<file path="src/hw/rtl/tig_pkg.sv">
`default_nettype none
package tig_pkg;

  localparam int unsigned AddrW   = 10;
  localparam int unsigned LenW    = 11;
  localparam int unsigned LowW    = 5;
  localparam int unsigned SeqLen  = 1024;

  localparam logic [LenW-1:0] FrameLenReset = LenW'(SeqLen);

  // Multiplier column of the n = 5 interleaver table, indexed by the low count bits.
  localparam logic [LowW-1:0] MultTable [32] = '{
    5'd27, 5'd3,  5'd1,  5'd15, 5'd13, 5'd17, 5'd23, 5'd13,
    5'd9,  5'd3,  5'd15, 5'd3,  5'd13, 5'd1,  5'd13, 5'd29,
    5'd21, 5'd19, 5'd1,  5'd3,  5'd29, 5'd17, 5'd25, 5'd29,
    5'd9,  5'd13, 5'd23, 5'd13, 5'd13, 5'd1,  5'd13, 5'd13
  };

  // One queued request, as classified by the front end.
  typedef struct packed {
    logic restart;
  } req_t;

  // Candidate address for one count: bit-reversed low part on top,
  // table entry times (high part + 1) mod 32 below.
  function automatic logic [AddrW-1:0] cand_addr(logic [AddrW-1:0] cnt);
    logic [LowW-1:0]   low;
    logic [LowW-1:0]   high;
    logic [LowW-1:0]   rev;
    logic [2*LowW-1:0] prod;
    low  = cnt[LowW-1:0];
    high = cnt[AddrW-1:LowW] + LowW'(1);
    for (int i = 0; i < LowW; i++) begin
      rev[LowW-1-i] = low[i];
    end
    prod = {{LowW{1'b0}}, MultTable[low]} * {{LowW{1'b0}}, high};
    return {rev, prod[LowW-1:0]};
  endfunction

endpackage
`default_nettype wire

</file>
<file path="src/hw/rtl/tig_front.sv">
`default_nettype none
module tig_front #(
  parameter int unsigned QueueDepth = 2
) (
  input  wire logic          clk_i,
  input  wire logic          rst_ni,
  input  wire logic          in_valid_i,
  output logic               in_ready_o,
  input  wire logic          restart_i,
  input  wire logic          pop_i,
  output logic               req_valid_o,
  output tig_pkg::req_t      req_o
);
  import tig_pkg::*;

  localparam int unsigned PtrW = (QueueDepth > 1) ? $clog2(QueueDepth) : 1;
  localparam int unsigned CntW = $clog2(QueueDepth + 1);
  localparam logic [PtrW-1:0] LastPtr = PtrW'(QueueDepth - 1);

  req_t            mem_q [QueueDepth];
  logic [PtrW-1:0] wr_ptr_q, wr_ptr_d;
  logic [PtrW-1:0] rd_ptr_q, rd_ptr_d;
  logic [CntW-1:0] count_q, count_d;
  logic            push;
  logic            pop;

  assign in_ready_o  = (count_q != CntW'(QueueDepth));
  assign req_valid_o = (count_q != '0);
  assign req_o       = mem_q[rd_ptr_q];
  assign push        = in_valid_i && in_ready_o;
  assign pop         = pop_i && req_valid_o;

  always_comb begin
    wr_ptr_d = wr_ptr_q;
    rd_ptr_d = rd_ptr_q;
    count_d  = count_q;
    if (push) begin
      wr_ptr_d = (wr_ptr_q == LastPtr) ? '0 : wr_ptr_q + PtrW'(1);
    end
    if (pop) begin
      rd_ptr_d = (rd_ptr_q == LastPtr) ? '0 : rd_ptr_q + PtrW'(1);
    end
    if (push && !pop) begin
      count_d = count_q + CntW'(1);
    end else if (pop && !push) begin
      count_d = count_q - CntW'(1);
    end
  end

  always_ff @(posedge clk_i or negedge rst_ni) begin
    if (!rst_ni) begin
      wr_ptr_q <= '0;
      rd_ptr_q <= '0;
      count_q  <= '0;
    end else begin
      wr_ptr_q <= wr_ptr_d;
      rd_ptr_q <= rd_ptr_d;
      count_q  <= count_d;
    end
  end

  always_ff @(posedge clk_i) begin
    if (push) begin
      mem_q[wr_ptr_q].restart <= restart_i;
    end
  end

  a_count_bound: assert property (@(posedge clk_i) disable iff (!rst_ni)
    count_q <= CntW'(QueueDepth))
    else $error("queue count above depth");

  a_ptr_track: assert property (@(posedge clk_i) disable iff (!rst_ni)
    (count_q == '0 || count_q == CntW'(QueueDepth)) |-> wr_ptr_q == rd_ptr_q)
    else $error("queue pointers disagree with count");

  a_push_fill: assert property (@(posedge clk_i) disable iff (!rst_ni)
    (push && !pop) |=> count_q == $past(count_q) + CntW'(1))
    else $error("queue did not grow on push");

endmodule
`default_nettype wire

</file>
<file path="src/hw/rtl/tig_back.sv">
`default_nettype none
module tig_back (
  input  wire logic                        clk_i,
  input  wire logic                        rst_ni,
  input  wire logic [tig_pkg::LenW-1:0]    frame_len_i,
  input  wire logic                        req_valid_i,
  input  wire tig_pkg::req_t               req_i,
  output logic                             pop_o,
  output logic                             out_valid_o,
  input  wire logic                        out_ready_i,
  output logic [tig_pkg::AddrW-1:0]        address_o,
  output logic [tig_pkg::AddrW-1:0]        position_o,
  output logic                             exhausted_o
);
  import tig_pkg::*;

  localparam logic StIdle = 1'b0;
  localparam logic StScan = 1'b1;

  logic             state_q, state_d;
  logic [LenW-1:0]  counter_q, counter_d;
  logic [LenW-1:0]  emitted_q, emitted_d;
  logic             out_valid_q, out_valid_d;
  logic [AddrW-1:0] address_q, address_d;
  logic [AddrW-1:0] position_q, position_d;
  logic             exhausted_q, exhausted_d;
  logic [AddrW-1:0] cand;
  logic             hit;
  logic             done_all;
  logic             out_free;

  assign cand     = cand_addr(counter_q[AddrW-1:0]);
  assign hit      = {1'b0, cand} < frame_len_i;
  assign done_all = counter_q[LenW-1];
  assign out_free = !out_valid_q || out_ready_i;

  always_comb begin
    state_d     = state_q;
    counter_d   = counter_q;
    emitted_d   = emitted_q;
    out_valid_d = out_valid_q && !out_ready_i;
    address_d   = address_q;
    position_d  = position_q;
    exhausted_d = exhausted_q;
    pop_o       = 1'b0;
    case (state_q)
      StIdle: begin
        pop_o = req_valid_i;
        if (req_valid_i) begin
          state_d = StScan;
          if (req_i.restart) begin
            counter_d = '0;
            emitted_d = '0;
          end
        end
      end
      StScan: begin
        if (done_all) begin
          // Sequence used up: report exhaustion and return to idle once the output is free.
          if (out_free) begin
            out_valid_d = 1'b1;
            address_d   = '0;
            position_d  = '0;
            exhausted_d = 1'b1;
            state_d     = StIdle;
          end
        end else if (hit) begin
          if (out_free) begin
            out_valid_d = 1'b1;
            address_d   = cand;
            position_d  = emitted_q[AddrW-1:0];
            exhausted_d = 1'b0;
            counter_d   = counter_q + LenW'(1);
            if (!emitted_q[LenW-1]) begin
              emitted_d = emitted_q + LenW'(1);
            end
            state_d     = StIdle;
          end
        end else begin
          // Pruned: advance to the next count.
          counter_d = counter_q + LenW'(1);
        end
      end
      default: begin
        state_d = StIdle;
      end
    endcase
  end

  always_ff @(posedge clk_i or negedge rst_ni) begin
    if (!rst_ni) begin
      state_q     <= StIdle;
      counter_q   <= '0;
      emitted_q   <= '0;
      out_valid_q <= 1'b0;
    end else begin
      state_q     <= state_d;
      counter_q   <= counter_d;
      emitted_q   <= emitted_d;
      out_valid_q <= out_valid_d;
    end
  end

  always_ff @(posedge clk_i) begin
    address_q   <= address_d;
    position_q  <= position_d;
    exhausted_q <= exhausted_d;
  end

  assign out_valid_o = out_valid_q;
  assign address_o   = address_q;
  assign position_o  = position_q;
  assign exhausted_o = exhausted_q;

  a_counter_bound: assert property (@(posedge clk_i) disable iff (!rst_ni)
    counter_q <= LenW'(SeqLen))
    else $error("sequence counter past end");

  a_emitted_le_counter: assert property (@(posedge clk_i) disable iff (!rst_ni)
    emitted_q <= counter_q)
    else $error("more addresses emitted than counts tested");

  a_exh_zero: assert property (@(posedge clk_i) disable iff (!rst_ni)
    (out_valid_o && exhausted_o) |-> (address_o == '0 && position_o == '0))
    else $error("exhausted result carries nonzero fields");

  a_pop_idle: assert property (@(posedge clk_i) disable iff (!rst_ni)
    pop_o |-> (state_q == StIdle && req_valid_i))
    else $error("request taken while scanning");

endmodule
`default_nettype wire

</file>
<file path="src/hw/rtl/turbo_interleaver_address_gen.sv">
// Channel   Direction  Signals                                    Accepted when
// --------  ---------  -----------------------------------------  ------------------------
// in        input      in_valid_i, in_ready_o, restart_i          in_valid_i & in_ready_o
// out       output     out_valid_o, out_ready_i, address_o,       out_valid_o & out_ready_i
//                      position_o, exhausted_o
// cfg       input      cfg_valid_i, cfg_ready_o, cfg_frame_length_i  cfg_valid_i & cfg_ready_o
//
// Flow: an item leaves the request queue in the idle state, then the scan unit tests
// one candidate per cycle, skipping pruned ones, until a hit or the counts run out.
// Reset: scan counter and emitted-position count clear to zero, frame length loads 1024; no clearing pass.
// Stalls: the request queue keeps accepting items while the scan runs, until it is full; a finished
// result waits in the output register, and the scan holds on a hit until it drains.
`default_nettype none
module turbo_interleaver_address_gen #(
  parameter int unsigned QueueDepth = 2
) (
  input  wire logic                      clk_i,
  input  wire logic                      rst_ni,
  // request channel
  input  wire logic                      in_valid_i,
  output logic                           in_ready_o,
  input  wire logic                      restart_i,
  // result channel
  output logic                           out_valid_o,
  input  wire logic                      out_ready_i,
  output logic [tig_pkg::AddrW-1:0]      address_o,
  output logic [tig_pkg::AddrW-1:0]      position_o,
  output logic                           exhausted_o,
  // frame length register write
  input  wire logic                      cfg_valid_i,
  output logic                           cfg_ready_o,
  input  wire logic [tig_pkg::LenW-1:0]  cfg_frame_length_i
);
  import tig_pkg::*;

  logic [LenW-1:0] frame_len_q;
  logic            req_valid;
  req_t            req;
  logic            pop;

  // Always take register writes; the user must write only while the block is idle; the block does not enforce it.
  assign cfg_ready_o = 1'b1;

  always_ff @(posedge clk_i or negedge rst_ni) begin
    if (!rst_ni) begin
      frame_len_q <= FrameLenReset;
    end else if (cfg_valid_i && cfg_ready_o) begin
      frame_len_q <= cfg_frame_length_i;
    end
  end

  // Front end: accept requests and hold them until the scan unit is free.
  tig_front #(
    .QueueDepth (QueueDepth)
  ) u_front (
    .clk_i       (clk_i),
    .rst_ni      (rst_ni),
    .in_valid_i  (in_valid_i),
    .in_ready_o  (in_ready_o),
    .restart_i   (restart_i),
    .pop_i       (pop),
    .req_valid_o (req_valid),
    .req_o       (req)
  );

  // Back end: test one candidate per cycle while no hit waits on the output, drop pruned ones, register the result.
  tig_back u_back (
    .clk_i       (clk_i),
    .rst_ni      (rst_ni),
    .frame_len_i (frame_len_q),
    .req_valid_i (req_valid),
    .req_i       (req),
    .pop_o       (pop),
    .out_valid_o (out_valid_o),
    .out_ready_i (out_ready_i),
    .address_o   (address_o),
    .position_o  (position_o),
    .exhausted_o (exhausted_o)
  );

  a_out_hold: assert property (@(posedge clk_i) disable iff (!rst_ni)
    (out_valid_o && !out_ready_i) |=> (out_valid_o && $stable(address_o)
      && $stable(position_o) && $stable(exhausted_o)))
    else $error("stalled result changed");

  a_in_ready_hold: assert property (@(posedge clk_i) disable iff (!rst_ni)
    (in_valid_i && !in_ready_o) |=> !$fell(in_valid_i))
    else $error("request withdrawn before acceptance");

  a_cfg_len: assert property (@(posedge clk_i) disable iff (!rst_ni)
    (cfg_valid_i && cfg_ready_o) |=> frame_len_q == $past(cfg_frame_length_i))
    else $error("frame length write lost");

endmodule
`default_nettype wire
</file>
<file path="config.mk">
export PLATFORM = sky130hd
export DESIGN_NAME = turbo_interleaver_address_gen
export DESIGN_NICKNAME = d
export VERILOG_FILES = /design/src/hw/rtl/tig_pkg.sv /design/src/hw/rtl/tig_front.sv /design/src/hw/rtl/tig_back.sv /design/src/hw/rtl/turbo_interleaver_address_gen.sv
export SDC_FILE = /design/constraint.sdc
export NUM_CORES = 1
export LEC_CHECK = 0
export ABC_CLOCK_PERIOD_IN_PS = 10900
export BUFFER_PORTS_ARGS = -buffer_cell sky130_fd_sc_hd__buf_4
export CORE_ASPECT_RATIO = 1.2
export CORE_UTILIZATION = 60
export CTS_BUF_LIST = sky130_fd_sc_hd__clkbuf_8 sky130_fd_sc_hd__clkbuf_16
export DETAILED_ROUTE_END_ITERATION = 8
export GPL_TIMING_DRIVEN = 1
export PLACE_DENSITY_LB_ADDON = 0.25
export REMOVE_ABC_BUFFERS = 1
export SETUP_SLACK_MARGIN = 0.2
export SYNTH_ARGS = -nofsm -noshare
export SYNTH_HDL_FRONTEND = slang
export SYNTH_SLANG_ARGS = --single-unit
</file>
<file path="constraint.sdc">
create_clock -name clk_i -period 10.9 [get_ports clk_i]
set_input_delay 0 -clock clk_i [delete_from_list [all_inputs] [get_ports clk_i]]
set_output_delay 0 -clock clk_i [all_outputs]
set_load 0.03 [all_outputs]
</file>
==> flow_summary.toml, run 1 <==
[run_status]
status = "completed"

[global_route]
grtUsageTotal_pct = 28.4
grt_max_degree = 40
grt_pass1_vias = 2968
grt_pass1_wl_um = 13500
gr-total-overflow = 0
antenna_found_initial = 0

[synthesis]
yosysSeqAreaShare_pct = 45.8
yosysWarningCount = 0
synth-edff-count = 23
ys_seq_elements = 62
ys_async_sr_fraction_pct = 62.9
synth_ff_type = "dfrtp_1"
syn_inst = 363
synth_area_leaders = "dfrtp_1 (26%), edfxtp_1 (19%), ha_1 (8.6%)"
netlist_area_um2 = 3640
yosysMostFrequentCell = "dfrtp_1"
post-synth-top-area-fraction_pct = 26.1
ys_top_cells_by_count = "dfrtp_1 (38), nand2_1 (35), nor2_1 (31)"
syn_area_per_cell_um2 = 10.0
yosysUniqueCellTypes = 56
yosys.area.top_type = "dfrtp_1"

[clock_tree]
cts.htree.levels = 3
cts_resized = 0
insertion_delay_ps = 360
cts-root-buf = "clkbuf_8"
cts.path.max_buffers = 2
cts_buffers = 9
clkTransAtPathRegs_ps = 80
cts_setup_buffers = 0
tritoncts = "yes"
postCtsHoldBufs = 29
clkSinkCount = 62

[setup_path]
r2r_slack_ps = 4270
cp_num_cells = 23
cp-start-kind = "flip-flop"
r2r_start = "u_back.counter_q[0]"
worst-r2r-cell-count = 23
crit_path_end_kind = "flip-flop"
critPathTopFamily = "adder cells"
rr_endpoint = "u_back.address_o[8]"
crit_buf_inv = 2
cp_slowest_stage_delay_ps = 930
cp.required_ps = 10870
crit_path_top_delay_cell = "nor2_2"
setup.worst_path.class = "reg2reg"
crit_fanout = 21
critPathArrivalTime_ps = 6600
crit_path_cell_trace = "inv_1 -> ha_1 -> nand2_1 -> a21oi_1 -> o31ai_1 -> nor2b_1 -> ha_1 -> ha_1 -> fa_1 -> inv_1 -> fa_1 -> xor2_1 -> xnor2_1 -> xnor2_1 -> xnor2_1 -> xnor2_1 -> ha_1 -> a21o_1 -> a21o_1 -> a2111o_1 -> nand2_1 -> nor2_1 -> nor2_2"

[place]
dp.cells = 466
gp_congestion = 0.850
place_area_um2 = 3960
post-dp-hpwl_um = 5270
io_buffers = 39

[die]
pin_count = 41
fp.dieW_um = 73.1
coreArea_um2 = 5740
initial_core_util_pct = 63.4
die_y_um = 87.3
fp-row-count = 30
dieArea_um2 = 6380

[final_layout]
post-route-util_pct = 77.3
fin_cells = 511
synthToLayoutAreaGrowth_pct = 21.9
fillers = 388
regArea_um2 = 1670
multiInputGateArea_um2 = 1790
insertedDiodeCount = 0
fin_nets = 470
drive_gt1_share_pct = 16.5
fin_area_um2 = 4440

[route]
wl_per_cell_um = 16.0
dr_wl_met2_um = 4320
wl_met1_um = 3260
met3_length_um = 275
ant_nets = 0
first_pass_iters = 4
drc = 0
dr.max_layer_used = "met4"
drtIter0Drc = 136
vias = 2899
vias_per_cell = 5.67
routed_wl_um = 8160

[timing]
rsz0062_at_grt = "false"
finalCriticalPeriod_ps = 6630
worstMarginPinSlew_ps = 1200
drv_slew = 0
hold_viol_final = 0
setup_viol = 0
fmax_ghz = 0.151
setup_tns_ps = 0
relSlewSlack_pct = 19.6
clock_skew_ps = 12.0
fin_crit_sh_pct = 60.8

[hold_path]
holdCritPathClass = "in2reg"
whs_endpoint = "u_back.out_valid_o"
min_from = "out_ready_i"
hold-path-cell-count = 3

[power_and_ir_drop]
p_per_area_nw_per_um2 = 262
p_leak_nw = 1.97
ir_drop_mv = 0.176

[job]
maxCapViolCount = 0
## worst min-delay path, delay by kind of cell
kind            cells  cell delay, ps
simple gates        1             140
buf+inv             1              80
compound gates      1             100
## through the flow
step                hold slack, ps  setup WS, ps  total power [mW]
global route                  66.6          3780              1.24
detailed placement            7.15          4320             0.952
floorplan                     -296          4640             0.784
global placement             0.105          4550             0.931
CTS                           33.7          4260              1.16
finish                        32.8          4270              1.16
## power breakdown
group / total [mW] / switching (mW) / leakage [nW] / internal (mW)
clock network: 0.200 / 0.0963 / 0.0941 / 0.104
logic: 0.583 / 0.348 / 1.15 / 0.235
registers: 0.381 / 0.0548 / 0.723 / 0.326
total: 1.16 / 0.499 / 1.97 / 0.665
## cells by family (layout without fill, tap and decap cells)
family,count (synthesis),after routing,synth area share (%)
xor+xnor,16,16,3.85
simple gates,139,139,19.4
flops,62,62,45.8
fa+ha+maj,27,27,9.69
compound gates,67,67,13.4
mux,9,9,2.65
buf+inv,42,110,5.05
other cells,1,1,0.103
## per-layer routing
metal / vias to the layer above / GRT usage (%)
met5: - / 0
met4: 0 / 17.8
met2: 68 / 49.2
li1: 1415 / -
met3: 30 / 4.63
met1: 1386 / 32.4
## how the worst max path moves through the flow
| stage | start | end | slack [ps] |
|---|---|---|---|
| after floorplan | u_back.counter_q[0] | u_back.address_o[0] | 4640 |
| after global placement | u_back.counter_q[0] | u_back.address_o[8] | 4550 |
| after detailed placement | u_back.counter_q[0] | u_back.address_o[9] | 4320 |
| after CTS | u_back.counter_q[0] | u_back.address_o[3] | 4260 |
| after global routing | u_back.counter_q[0] | u_back.address_o[3] | 3780 |
| final | u_back.counter_q[0] | u_back.address_o[8] | 4270 |
## layout by cell type (no fill, tap or decap), types with 10 or more instances in the layout
cell and n:
o21ai_0 17, nor2b_1 18, ha_1 25, nor2_1 30, a21oi_1 10, xnor2_1 11, nand2_1 35, edfxtp_1 23
dfrtp_1 38, dlygate4sd3_1 29, nand3_1 16, inv_1 25, buf_4 41
## layout make-up
| class | count | area share [%] |
|---|---|---|
| clock inverters | 7 | 1.49 |
| clock buffers | 9 | 2.79 |
| repair buffers | 70 | 13.5 |
| multi-input cells | 259 | 40.4 |
| inverters | 24 | 2.03 |
| well taps | 80 | 2.26 |
| flip-flops and latches | 62 | 37.6 |
## flip-flops by register name (all words and copies together) (netlist names)
register,count
u_front.mem_q,2
u_back.address_o,10
u_front.wr_ptr_q,1
u_back.exhausted_o,1
u_back.counter_q,11
u_front.count_q,2
u_front.rd_ptr_q,1
u_back.out_valid_o,1
u_back.state_q,1
frame_len_q,11
u_back.emitted_q,11
u_back.position_o,10
(Power assumes the default switching activity.)
==> inputs of run 2 (changes only) <==
--- a/config.mk
+++ b/config.mk
@@ -5,10 +5,10 @@
 export SDC_FILE = /design/constraint.sdc
 export NUM_CORES = 1
 export LEC_CHECK = 0
-export ABC_CLOCK_PERIOD_IN_PS = 10900
+export ABC_CLOCK_PERIOD_IN_PS = 5300
 export BUFFER_PORTS_ARGS = -buffer_cell sky130_fd_sc_hd__buf_4
 export CORE_ASPECT_RATIO = 1.2
-export CORE_UTILIZATION = 60
+export CORE_UTILIZATION = 53
 export CTS_BUF_LIST = sky130_fd_sc_hd__clkbuf_8 sky130_fd_sc_hd__clkbuf_16
 export DETAILED_ROUTE_END_ITERATION = 8
 export GPL_TIMING_DRIVEN = 1
==> constraint.sdc (replaced) <==
create_clock -name clk_i -period 5.3 [get_ports clk_i]
set_input_delay 0 -clock clk_i [delete_from_list [all_inputs] [get_ports clk_i]]
set_output_delay 0 -clock clk_i [all_outputs]
set_load 0.03 [all_outputs]
==> run 2 against run 1 <==
  * The run now ends with negative hold slack, negative setup slack left
  * Final cell count rose by 12%
  * Design area rose by 13%
  * Via count rose by 9.9%
  * Total power rose by 140%
  * Critical path type unchanged
  * Largest cell class unchanged
==> flow_summary.toml, run 2 (synthesized netlist as in run 1, its figures left out) <==
[run_status]
status = "finished, violations left"
violations = "negative hold slack, negative setup slack"

[power_and_ir_drop]
intPower_mw = 1.64
p_leak_nw = 2.27
p_per_area_nw_per_um2 = 563
switching_power_mw = 1.18
p_clk_share_pct = 12.4
sw_frac_of_total_pct = 41.8
ir_drop_mv = 0.329
p_seq_share_pct = 26.8
combPwrFrac_pct = 60.8

[setup_path]
r2r_start = "u_back.counter_q[1]"
r2r_slack_ps = -100
critPathArrivalTime_ps = 5690
cp-start-kind = "flip-flop"
crit_path_end_kind = "flip-flop"
rr_endpoint = "u_back.emitted_q[5]"
crit_fanout = 5
cp.required_ps = 5590
crit_end = "u_back.emitted_q[5]"
critical_path.startpoint = "u_back.counter_q[1]"
setup.worst_path.class = "reg2reg"
worst-r2r-cell-count = 24

[route]
vias = 3186
drc = 0
drtIter0Drc = 187
routed_wl_um = 9230
vias_per_cell = 5.57
wl_per_cell_um = 16.1
first_pass_iters = 6
ant_nets = 0

[clock_tree]
clkSinkCount = 62
cts_buffers = 9
cts-root-buf = "clkbuf_8"
cts.htree.levels = 3
clkTransAtPathRegs_ps = 70
insertion_delay_ps = 360
cts.path.max_buffers = 2
tritoncts = "yes"

[timing]
fmax_ghz = 0.185
drv_slew = 0
worstMarginPinSlew_ps = 871
setup_ws_ps = -101
fin_crit_sh_pct = 102
clock_skew_ps = 8.18
setup_tns_ps = -558
hold_viol_final = 1
rsz0062_at_grt = "true"
relSlewSlack_pct = 41.7
finalCriticalPeriod_ps = 5400
setup_viol = 27
whs_ps = -2.35

[place]
gp_congestion = 0.870
post-dp-hpwl_um = 5560
dp.cells = 507
io_buffers = 39

[hold_path]
holdCritPathClass = "in2reg"

[die]
coreArea_um2 = 6530
die_y_um = 92.8
fp-row-count = 32
fp.dieW_um = 77.7
pin_count = 41
dieArea_um2 = 7200
initial_core_util_pct = 55.8

[final_layout]
drive_gt1_share_pct = 30.4
final_common_cell = "buf_4"
synthToLayoutAreaGrowth_pct = 37.4
reg_top3 = "frame_len_q x11, u_back.counter_q x11, u_back.emitted_q x11"
fillers = 437
fin_nets = 526
multiInputGateArea_um2 = 1930
regArea_um2 = 1670
layout_common_cells = "buf_4 (90), dfrtp_1 (38), nand2_1 (34), dlygate4sd3_1 (30), nor2_1 (29)"
insertedDiodeCount = 0
fin_cells = 572

[global_route]
grtUsageTotal_pct = 27.3
gr-total-overflow = 0
grt_max_degree = 40
antenna_found_initial = 0
grt_pass1_wl_um = 14800
grt_pass1_vias = 3233

[job]
maxCapViolCount = 0
==> run 2: cell count changes in the layout (fill, tap and decap cells not counted), sizes merged <==
cell | before | now
bufinv | 1 | 0
clkinv | 3 | 4
clkinvlp | 2 | 1
inv | 25 | 26
buf | 41 | 96
dlygate4sd3 | 29 | 30
==> run 2: area by class of cell <==
type                            count  area share, %
Inverter                           24           1.80
Clock inverter                      7          0.676
Clock buffer                        9           2.48
Sequential cell                    62           33.4
Multi-Input combinational cell    259           38.7
Tap cell                           85           2.13
Timing Repair Buffer              126           20.9
==> run 2: metal layers <==
layer  up-vias  global-route usage [%]  wire length [µm]
met5         -                       0                 0
met4         0                    17.9               325
met3        29                    4.83               374
met2        95                    48.1              4860
met1      1537                    30.0              3660
li1       1525                       -                 -
==> run 2: how the worst min path moves through the flow <==
stage	from	endpoint	slack, ps	cells after the start
CTS	out_ready_i	u_back.out_valid_o	20	3
detailed placement	rst_ni	frame_len_q[2]	3	1
floorplan	rst_ni	frame_len_q[0]	-300	0
finish	out_ready_i	u_back.out_valid_o	-2	3
global route	out_ready_i	u_back.out_valid_o	1	3
global placement	rst_ni	frame_len_q[4]	-3	1
==> run 2: timing repair <==
| item | in CTS | in global routing |
|---|---|---|
| endpoints found under the setup margin | 45 | 45 |
| buffers inserted | 12 | 5 |
| gates resized for setup | 28 | 16 |
| cloned | 2 | 0 |
| endpoints found under the hold margin | 54 | 0 |
| hold buffers | 30 | 0 |
| pin swaps | 19 | 12 |
==> run 2: worst max-delay path, cell delays in order, from the launching register on <==
cell	delay [ps]
dfrtp_1	420
ha_2	200
or2_4	240
a21oi_4	170
o31ai_2	80
nor2b_1	130
ha_1	260
ha_4	230
fa_1	520
inv_1	50
fa_2	330
xor2_1	160
xnor2_1	190
xnor2_1	160
xnor2_1	180
xnor2_1	150
ha_1	260
a21o_1	160
a21o_1	170
buf_4	140
a2111oi_4	360
o21ai_4	110
buf_4	170
or4_1	400
nand2_1	70
==> run 2: power by group through the flow <==
stage	clock (mW)	combinational, mW	sequential [mW]
finish	0.349	1.71	0.754
global route	0.378	1.84	0.765
CTS	0.352	1.57	0.751
detailed placement	0	1.38	0.753
global placement	0	1.34	0.750
floorplan	0	0.702	0.912
==> run 2: metrics by stage <==
step | cell area [µm²] | worst slack [ps] | util (%) | total power [mW] | hold WS, ps
2_1_floorplan | 3550 | -957 | - | 1.61 | -296
3_3_place_gp | 4230 | -175 | 64.9 | 2.09 | -2.93
3_5_place_dp | 4230 | -312 | 64.9 | 2.13 | 2.62
4_1_cts | 4900 | -20.9 | 75.0 | 2.67 | 21.8
5_1_grt | 5000 | -272 | 76.6 | 2.98 | 1.24
6_report | 5000 | -101 | 76.6 | 2.81 | -2.35
==> inputs of run 3 (changes only) <==
--- a/config.mk
+++ b/config.mk
@@ -8,7 +8,7 @@
 export ABC_CLOCK_PERIOD_IN_PS = 5300
 export BUFFER_PORTS_ARGS = -buffer_cell sky130_fd_sc_hd__buf_4
 export CORE_ASPECT_RATIO = 1.2
-export CORE_UTILIZATION = 53
+export CORE_UTILIZATION = 30
 export CTS_BUF_LIST = sky130_fd_sc_hd__clkbuf_8 sky130_fd_sc_hd__clkbuf_16
 export DETAILED_ROUTE_END_ITERATION = 8
 export GPL_TIMING_DRIVEN = 1
==> run 3 against run 2 <==
  * The run ends with negative setup slack left
  * First-iteration DRC count decreased by 32%
  * Global-route usage decreased by 11 points
  * Fmax increased by 0.20%
  * Die area increased by 75%
  * Non-clock buffer count decreased by 17
  * Critical path depth increased by 4
  * Flip-flop and latch count unchanged
  * Count of clock-buffer cells in the layout unchanged
  * Clock power increased by 61%
  * Register-to-register slack about the same
  * Critical endpoint is now u_back.emitted_q[10]
  * Largest power group unchanged
  * Highest routed layer unchanged
==> flow_summary.toml, run 3 (synthesized netlist as in run 1, its figures left out) <==
[run_status]
status = "finished, violations left"
violations = "negative setup slack"

[hold_path]
whs_endpoint = "frame_len_q[8]"
holdCritPathClass = "in2reg"
hold-path-cell-count = 2
min_from = "cfg_valid_i"

[timing]
whs_ps = 5.05
setup_viol = 29
drv_slew = 0
hold_viol_final = 0
finalCriticalPeriod_ps = 5390
setup_ws_ps = -90.1
fmax_ghz = 0.186
clock_skew_ps = 4.97
relSlewSlack_pct = 44.2
worstMarginPinSlew_ps = 833
fin_crit_sh_pct = 102
rsz0062_at_grt = "true"

[place]
post-dp-hpwl_um = 6210
io_buffers = 39
dp.cells = 582
gp_congestion = 0.862

[route]
vias_per_cell = 4.81
wl_per_cell_um = 14.6
ant_nets = 0
vias = 3018
routed_wl_um = 9120
drc = 0
drtIter0Drc = 127
first_pass_iters = 4

[power_and_ir_drop]
ir_drop_mv = 0.209
p_per_area_nw_per_um2 = 591
p_leak_nw = 2.28

[setup_path]
setup.worst_path.class = "reg2reg"
r2r_slack_ps = -90
crit_fanout = 4
worst-r2r-cell-count = 28
cp.required_ps = 5570
crit_path_end_kind = "flip-flop"
rr_endpoint = "u_back.emitted_q[10]"
crit_top_cell = "buf_4"
critPathArrivalTime_ps = 5660
crit_buf_inv = 7
r2r_start = "u_back.counter_q[1]"
critPathTopFamily = "adder cells"
cp-start-kind = "flip-flop"
crit_path_top_delay_cell = "fa_1"
cp_slowest_stage_delay_ps = 540

[final_layout]
fin_nets = 509
fillers = 1136
layout_common_cells = "buf_4 (81), dfrtp_1 (37), nand2_1 (34), nor2_1 (29), edfxtp_1 (23)"
reg_top3 = "frame_len_q x11, u_back.counter_q x11, u_back.emitted_q x11"
fin_cells = 627
regArea_um2 = 1670
insertedDiodeCount = 0
drive_gt1_share_pct = 31.1
multiInputGateArea_um2 = 1950
synthToLayoutAreaGrowth_pct = 41.1
final_common_cell = "buf_4"

[clock_tree]
tritoncts = "yes"
insertion_delay_ps = 330
cts-root-buf = "clkbuf_16"
cts.htree.levels = 3
cts_buffers = 9
clkSinkCount = 62
cts.path.max_buffers = 2
clkTransAtPathRegs_ps = 50

[global_route]
met1_usage_pct = 17.3
grt.met3_usage_pct = 3.25
grt_pass1_wl_um = 15000
antenna_found_initial = 0
use_met2_pct = 28.6
grt_pass1_vias = 3148
top_usage_layer = "met2"
gr-total-overflow = 0
grtUsageTotal_pct = 15.9
grt_max_degree = 40

[die]
die_y_um = 123
dieArea_um2 = 12600
fp.dieW_um = 103
coreArea_um2 = 11700
initial_core_util_pct = 31.2
pin_count = 41
fp-row-count = 43

[job]
maxCapViolCount = 0
[run 3: metrics by stage]
step                      utilization, %  instance area [µm²]  power, mW  setup slack (ps)  TNS [ps]
after global placement              37.3                 4360       2.14              -320     -9690
after detailed placement            37.3                 4360       2.17              -418    -13900
after floorplan                        -                 3550       1.61              -957    -26050
after global routing                44.0                 5140       3.25              -346    -12610
final                               44.0                 5140       3.04             -90.1     -1880
after CTS                           43.2                 5040       2.98              -116     -3170
[run 3: area by class of cell]
class	count	area share, %
Multi-Input combinational cell	259	37.9
Inverter	24	1.75
Sequential cell	62	32.5
Tap cell	157	3.82
Timing Repair Buffer	109	18.5
Clock inverter	7	1.10
Clock buffer	9	4.38
[run 3: layer usage]
metal / part of all wire (%) / routed length [µm] / vias up
met1: 40 / 3670 / 1447
met5: 0 / 0 / -
met2: 53 / 4850 / 52
li1: - / - / 1499
met3: 3.2 / 289 / 20
met4: 3.4 / 309 / 0
[run 3: worst register-to-register path: cells and delay by family, from the launching register on]
family          cells  cell delay [ps]
fa+ha+maj           6             1880
compound gates      5             1030
xor+xnor            5              770
buf+inv             7              600
simple gates        5              590
flops               1              460
[run 3: report_power, final]
group / internal, mW / switching, mW / leakage [nW]
logic: 0.827 / 0.900 / 1.42
clock network: 0.356 / 0.205 / 0.145
registers: 0.671 / 0.0786 / 0.722
total: 1.85 / 1.18 / 2.28
[run 3: worst max path at each step]
| stage | start | endpoint | depth (start not counted) |
|---|---|---|---|
| 5_1_grt | u_back.counter_q[0] | u_back.emitted_q[10] | 29 |
| 4_1_cts | u_back.counter_q[0] | u_back.address_o[1] | 25 |
| 2_1_floorplan | u_back.counter_q[0] | u_back.address_o[0] | 23 |
| 3_3_place_gp | u_back.counter_q[1] | u_back.emitted_q[5] | 22 |
| 6_report | u_back.counter_q[1] | u_back.emitted_q[10] | 28 |
| 3_5_place_dp | u_back.counter_q[1] | u_back.emitted_q[5] | 22 |
[run 3: timing repair]
action / CTS / global route
hold endpoints to repair: 52 / 0
gates resized for setup: 39 / 15
setup buffers: 9 / 4
setup endpoints to repair: 45 / 45
hold buffers: 14 / 0
pin swaps: 26 / 5
gates cloned: 2 / 0
